==> src/rtl/core/twb_ram.sv <==
// Generic simple dual-port RAM with registered read.
module twb_ram #(
    parameter int WIDTH = 8,
    parameter int DEPTH = 16
) (
    input  logic                     i_clk,
    input  logic                     i_we,
    input  logic [$clog2(DEPTH)-1:0] i_waddr,
    input  logic [WIDTH-1:0]         i_wdata,
    input  logic                     i_re,
    input  logic [$clog2(DEPTH)-1:0] i_raddr,
    output logic [WIDTH-1:0]         o_rdata
);
    logic [WIDTH-1:0] r_mem [DEPTH];
    logic [WIDTH-1:0] r_rdata;

    always_ff @(posedge i_clk) begin
        if (i_we) begin
            r_mem[i_waddr] <= i_wdata;
        end
        if (i_re) begin
            r_rdata <= r_mem[i_raddr];
        end
    end

    assign o_rdata = r_rdata;
endmodule

==> config.mk <==
export PLATFORM = sky130hd
export DESIGN_NAME = twb_ram
export DESIGN_NICKNAME = d
export VERILOG_FILES = /design/src/rtl/core/twb_ram.sv
export SDC_FILE = /design/constraint.sdc
export NUM_CORES = 1
export LEC_CHECK = 0
export BUFFER_PORTS_ARGS = -buffer_cell sky130_fd_sc_hd__buf_2
export CAP_MARGIN = 20
export CORE_ASPECT_RATIO = 0.75
export CORE_UTILIZATION = 50
export DETAILED_ROUTE_END_ITERATION = 8
export GPL_ROUTABILITY_DRIVEN = 1
export PLACE_DENSITY = 0.72
export SLEW_MARGIN = 20
export SYNTH_ARGS = -nofsm -noshare
export SYNTH_HDL_FRONTEND = slang
export SYNTH_SLANG_ARGS = --single-unit
==> constraint.sdc <==
create_clock -name i_clk -period 1.6 [get_ports i_clk]
set_input_delay 0 -clock i_clk [delete_from_list [all_inputs] [get_ports i_clk]]
set_output_delay 0 -clock i_clk [all_outputs]
set_load 0.02 [all_outputs]
== Word-level counts from Yosys, hierarchy flattened ==
Memories as Yosys holds them, arrays and structs flattened. A register that Yosys moved wholly into a read port is not among the register bits.
Cells that the tools add are included.

* Logic and storage cells: 3
* Output and inout bits: 8
* Flip-flop bits (word level): 0
* Bits in writable memories: 128
* Memories: 1

* Mux-type cells: 2

{| class="wikitable"
|+ Memory list
! name !! depth !! bits a word !! rd ports !! clocked after Yosys merged registers in !! write ports !! RTL line !! text
|-
| r_mem || 16 || 8 || 1 || 1 || 1 || 14 || <nowiki>logic [WIDTH-1:0] r_mem [DEPTH];</nowiki>
|}

{| class="wikitable"
|+ Operators by type and width
! cell !! count
|-
| $mux W1 || 2
|}

== Depth between registers and ports, before layout ==
* Word-level depth: 2
* Mapped depth: 5

== Worst setup path before layout ==
Ideal clock, no wire load.

* Kind: input port to flip-flop
* Start point: in i_waddr[2]
* End point: mem r_mem[0][0], enable pin
* Setup time: 383 ps
* Slack: 107 ps
* Stages: 2
* Arrival time: 1,110 ps
* Cells stage by stage: or3b_2 -> nor3_1

{| class="wikitable"
|+ RTL lines
! item !! RTL line !! text
|-
| from (decl) || 8 || <nowiki>input logic [$clog2(DEPTH)-1:0] i_waddr,</nowiki>
|-
| to (decl) || 14 ||
|}

No word-level cell before the write port.

==> results.json <==
{
  "met2_length_um": 4510,
  "power-per-cell-area_nw_per_um2": 1320,
  "final_cells": 440,
  "worstPathArrival_ns": 1.61,
  "port_buffers": 26,
  "yosysUniqueCellTypes": 18,
  "rsz0062_at_grt": "false",
  "fin_crit_sh": 0.902,
  "synth_area_leaders": "edfxtp_1 (78%), mux4_2 (7.8%), mux4_1 (7.0%)",
  "power_leakage_nw": 2.17,
  "synth-seq-cells": 136,
  "place_ws_ns": 0.0849,
  "drt_iter0_markers": 218,
  "path_class": "reg2reg",
  "startpoint": "r_mem[0][1]$_DFFE_PP_",
  "fin_crit_ns": 1.44,
  "crit_end": "o_rdata[1]$_DFFE_PP_",
  "wl_met3_um": 656,
  "initial_core_util": 0.529,
  "reg2regPathDepth": 3,
  "dieArea_um2": 10900,
  "yosysMostFrequentCell": "edfxtp_1",
  "syn_nets": 248,
  "worstReg2RegEnd": "o_rdata[1]$_DFFE_PP_",
  "rrSetupSlack_ns": 0.16,
  "synth_top_cell_area_share": 0.781,
  "cp-end-kind": "register",
  "critPathMaxFanout": 1,
  "holdWs_ns": 0.145,
  "grt_overflow": 0,
  "grt_usage": 0.203,
  "synth.avg_cell_area_um2": 22.8,
  "finalNetCount": 315,
  "power.total_mw": 8.34,
  "syn-instance-count": 229,
  "met1_length_um": 4540,
  "maxSlewHeadroom": 0.719,
  "hold_viol_final": 0,
  "rows": 31,
  "max_cap_viol_count": 0,
  "tightestPinTransition_ns": 0.422,
  "via_per_inst": 5.68,
  "grt_first_pass_wirelength_um": 15100,
  "synth_seq_area_share": 0.781,
  "status": "complete, no violations",
  "grt_max_degree": 20,
  "clock_latency_ns": 0.42,
  "top_layer": "met4",
  "clockRootBuffer": "clkbuf_16",
  "dp_hpwl_um": 6400,
  "cts_resized": 0,
  "synth_top_cell_by_area": "edfxtp_1",
  "cts.sinks": 136,
  "antennaDiodeCount": 0,
  "cts_buffers": 17,
  "grt_antenna_before_repair": 0,
  "synth.yosys.warnings": 0,
  "ys_async_sr_fraction": 0,
  "io_pins": 27,
  "post-route-util": 0.640,
  "peakVddDrop_v": 0.000713,
  "firstDrtPassIters": 4,
  "chipHeight_um": 90.6,
  "area_growth_pct": 21.0,
  "synth.cell_area_um2": 5230,
  "postCtsSetupBuffers": 0,
  "dominantRegCellSynth": "edfxtp_1",
  "r2r-start": "r_mem[0][1]$_DFFE_PP_",
  "cpPeakStageDelay_ns": 0.50,
  "cp_cell_sequence": "mux4_1, a22oi_1, nand2_1",
  "slew_viol_final": 0,
  "synth_edf_count": 136,
  "drc": 0,
  "htree_levels": 4,
  "place_area_um2": 5650,
  "clk_pin_slew_ns": 0.06,
  "fmax_mhz": 693,
  "layout-drive-gt1-share": 0.305,
  "cts_max_path_buffers": 2,
  "required_ns": 1.76,
  "synth_commonest_cells": "edfxtp_1 (136), mux4_2 (18), a22oi_1 (16)",
  "final_area_um2": 6330,
  "place_congestion": 0.736,
  "crit_path_start_kind": "register",
  "postRouteAntennaNets": 0,
  "grt_pass1_vias": 2645,
  "tritoncts": "yes",
  "crit_slowest_cell": "mux4_1",
  "vias": 2497,
  "skew_ns": 0.00484,
  "wl_per_cell_um": 22.3,
  "dp_cells": 400,
  "core-area_um2": 9890,
  "finalWirelength_um": 9800,
  "tns_ns": 0,
  "hold_class": "in2reg",
  "setup_viol": 0,
  "worst_slack_ns": 0.157,
  "die_w_um": 120
}
==> layout make-up <==
| cell class | instances | area (um2) |
|---|---|---|
| Clock buffer | 18 | 429 |
| Clock inverter | 13 | 160 |
| Fill cell | 652 | 3560 |
| Multi-Input combinational cell | 83 | 1060 |
| Sequential cell | 136 | 4080 |
| Tap cell | 132 | 165 |
| Timing Repair Buffer | 58 | 430 |
==> cell usage in the layout (no fill, tap or decap) <==
master	n
clkinv_2	5
and2b_1	1
clkinv_1	4
nand2b_1	2
buf_2	26
a22oi_1	16
and2_1	1
nand2_1	9
mux4_1	14
nand3_1	1
bufinv_16	4
clkbuf_1	1
clkbuf_16	17
nand3b_1	2
buf_4	20
or3b_2	1
dlygate4sd3_1	9
nor2b_1	1
buf_12	3
mux4_2	18
edfxtp_1	136
nor3_1	4
nor2_1	13
==> timing repair <==
item                       4_1_cts  5_1_grt
hold buffers                     9        0
hold endpoints to repair       136        0
setup endpoints to repair        0        0
==> worst min path at each step <==
stage / from / to / slack [ns] / cells past startpoint
CTS: i_waddr[0] / r_mem[0][6]$_DFFE_PP_ / 0.13 / 3
finish: i_waddr[0] / r_mem[4][6]$_DFFE_PP_ / 0.14 / 3
global route: i_waddr[0] / r_mem[0][6]$_DFFE_PP_ / 0.16 / 3
detailed placement: i_re / o_rdata[1]$_DFFE_PP_ / 0.37 / 1
floorplan: i_wdata[0] / r_mem[0][0]$_DFFE_PP_ / 0.1 / 0
global placement: i_re / o_rdata[2]$_DFFE_PP_ / 0.37 / 1
==> critical path, delay by kind of cell (launching register included) <==
family             cells  cell delay (ns)
AOI/OAI and AO/OA      1             0.25
DFF                    1             0.37
muxes                  1             0.50
and+or+nand+nor        1             0.07
==> registers in the layout, indices dropped and copies added, names as in the netlist <==
register,count
o_rdata,8
r_mem,128
==> metal layers <==
metal  global-route usage  vias to the layer above
met5                    0                        -
met4               0.0688                        0
met3               0.0789                       10
met2                0.289                       82
met1                0.288                     1288
li1                     -                     1117
==> power breakdown <==
part | leakage (nW) | switching [mW] | internal, mW
Combinational | 0.645 | 0.224 | 0.181
Sequential | 1.24 | 0.0248 | 4.02
Clock | 0.293 | 1.34 | 2.56
==> logic make-up (layout without fill, tap and decap cells) <==
logic type,count (synthesis),in the layout,synth area share
buf+inv,10,89,0.0165
flops,136,136,0.781
compound gates,16,16,0.0230
simple gates,35,35,0.0314
mux,32,32,0.148
Power figures use the tool's default switching activity.
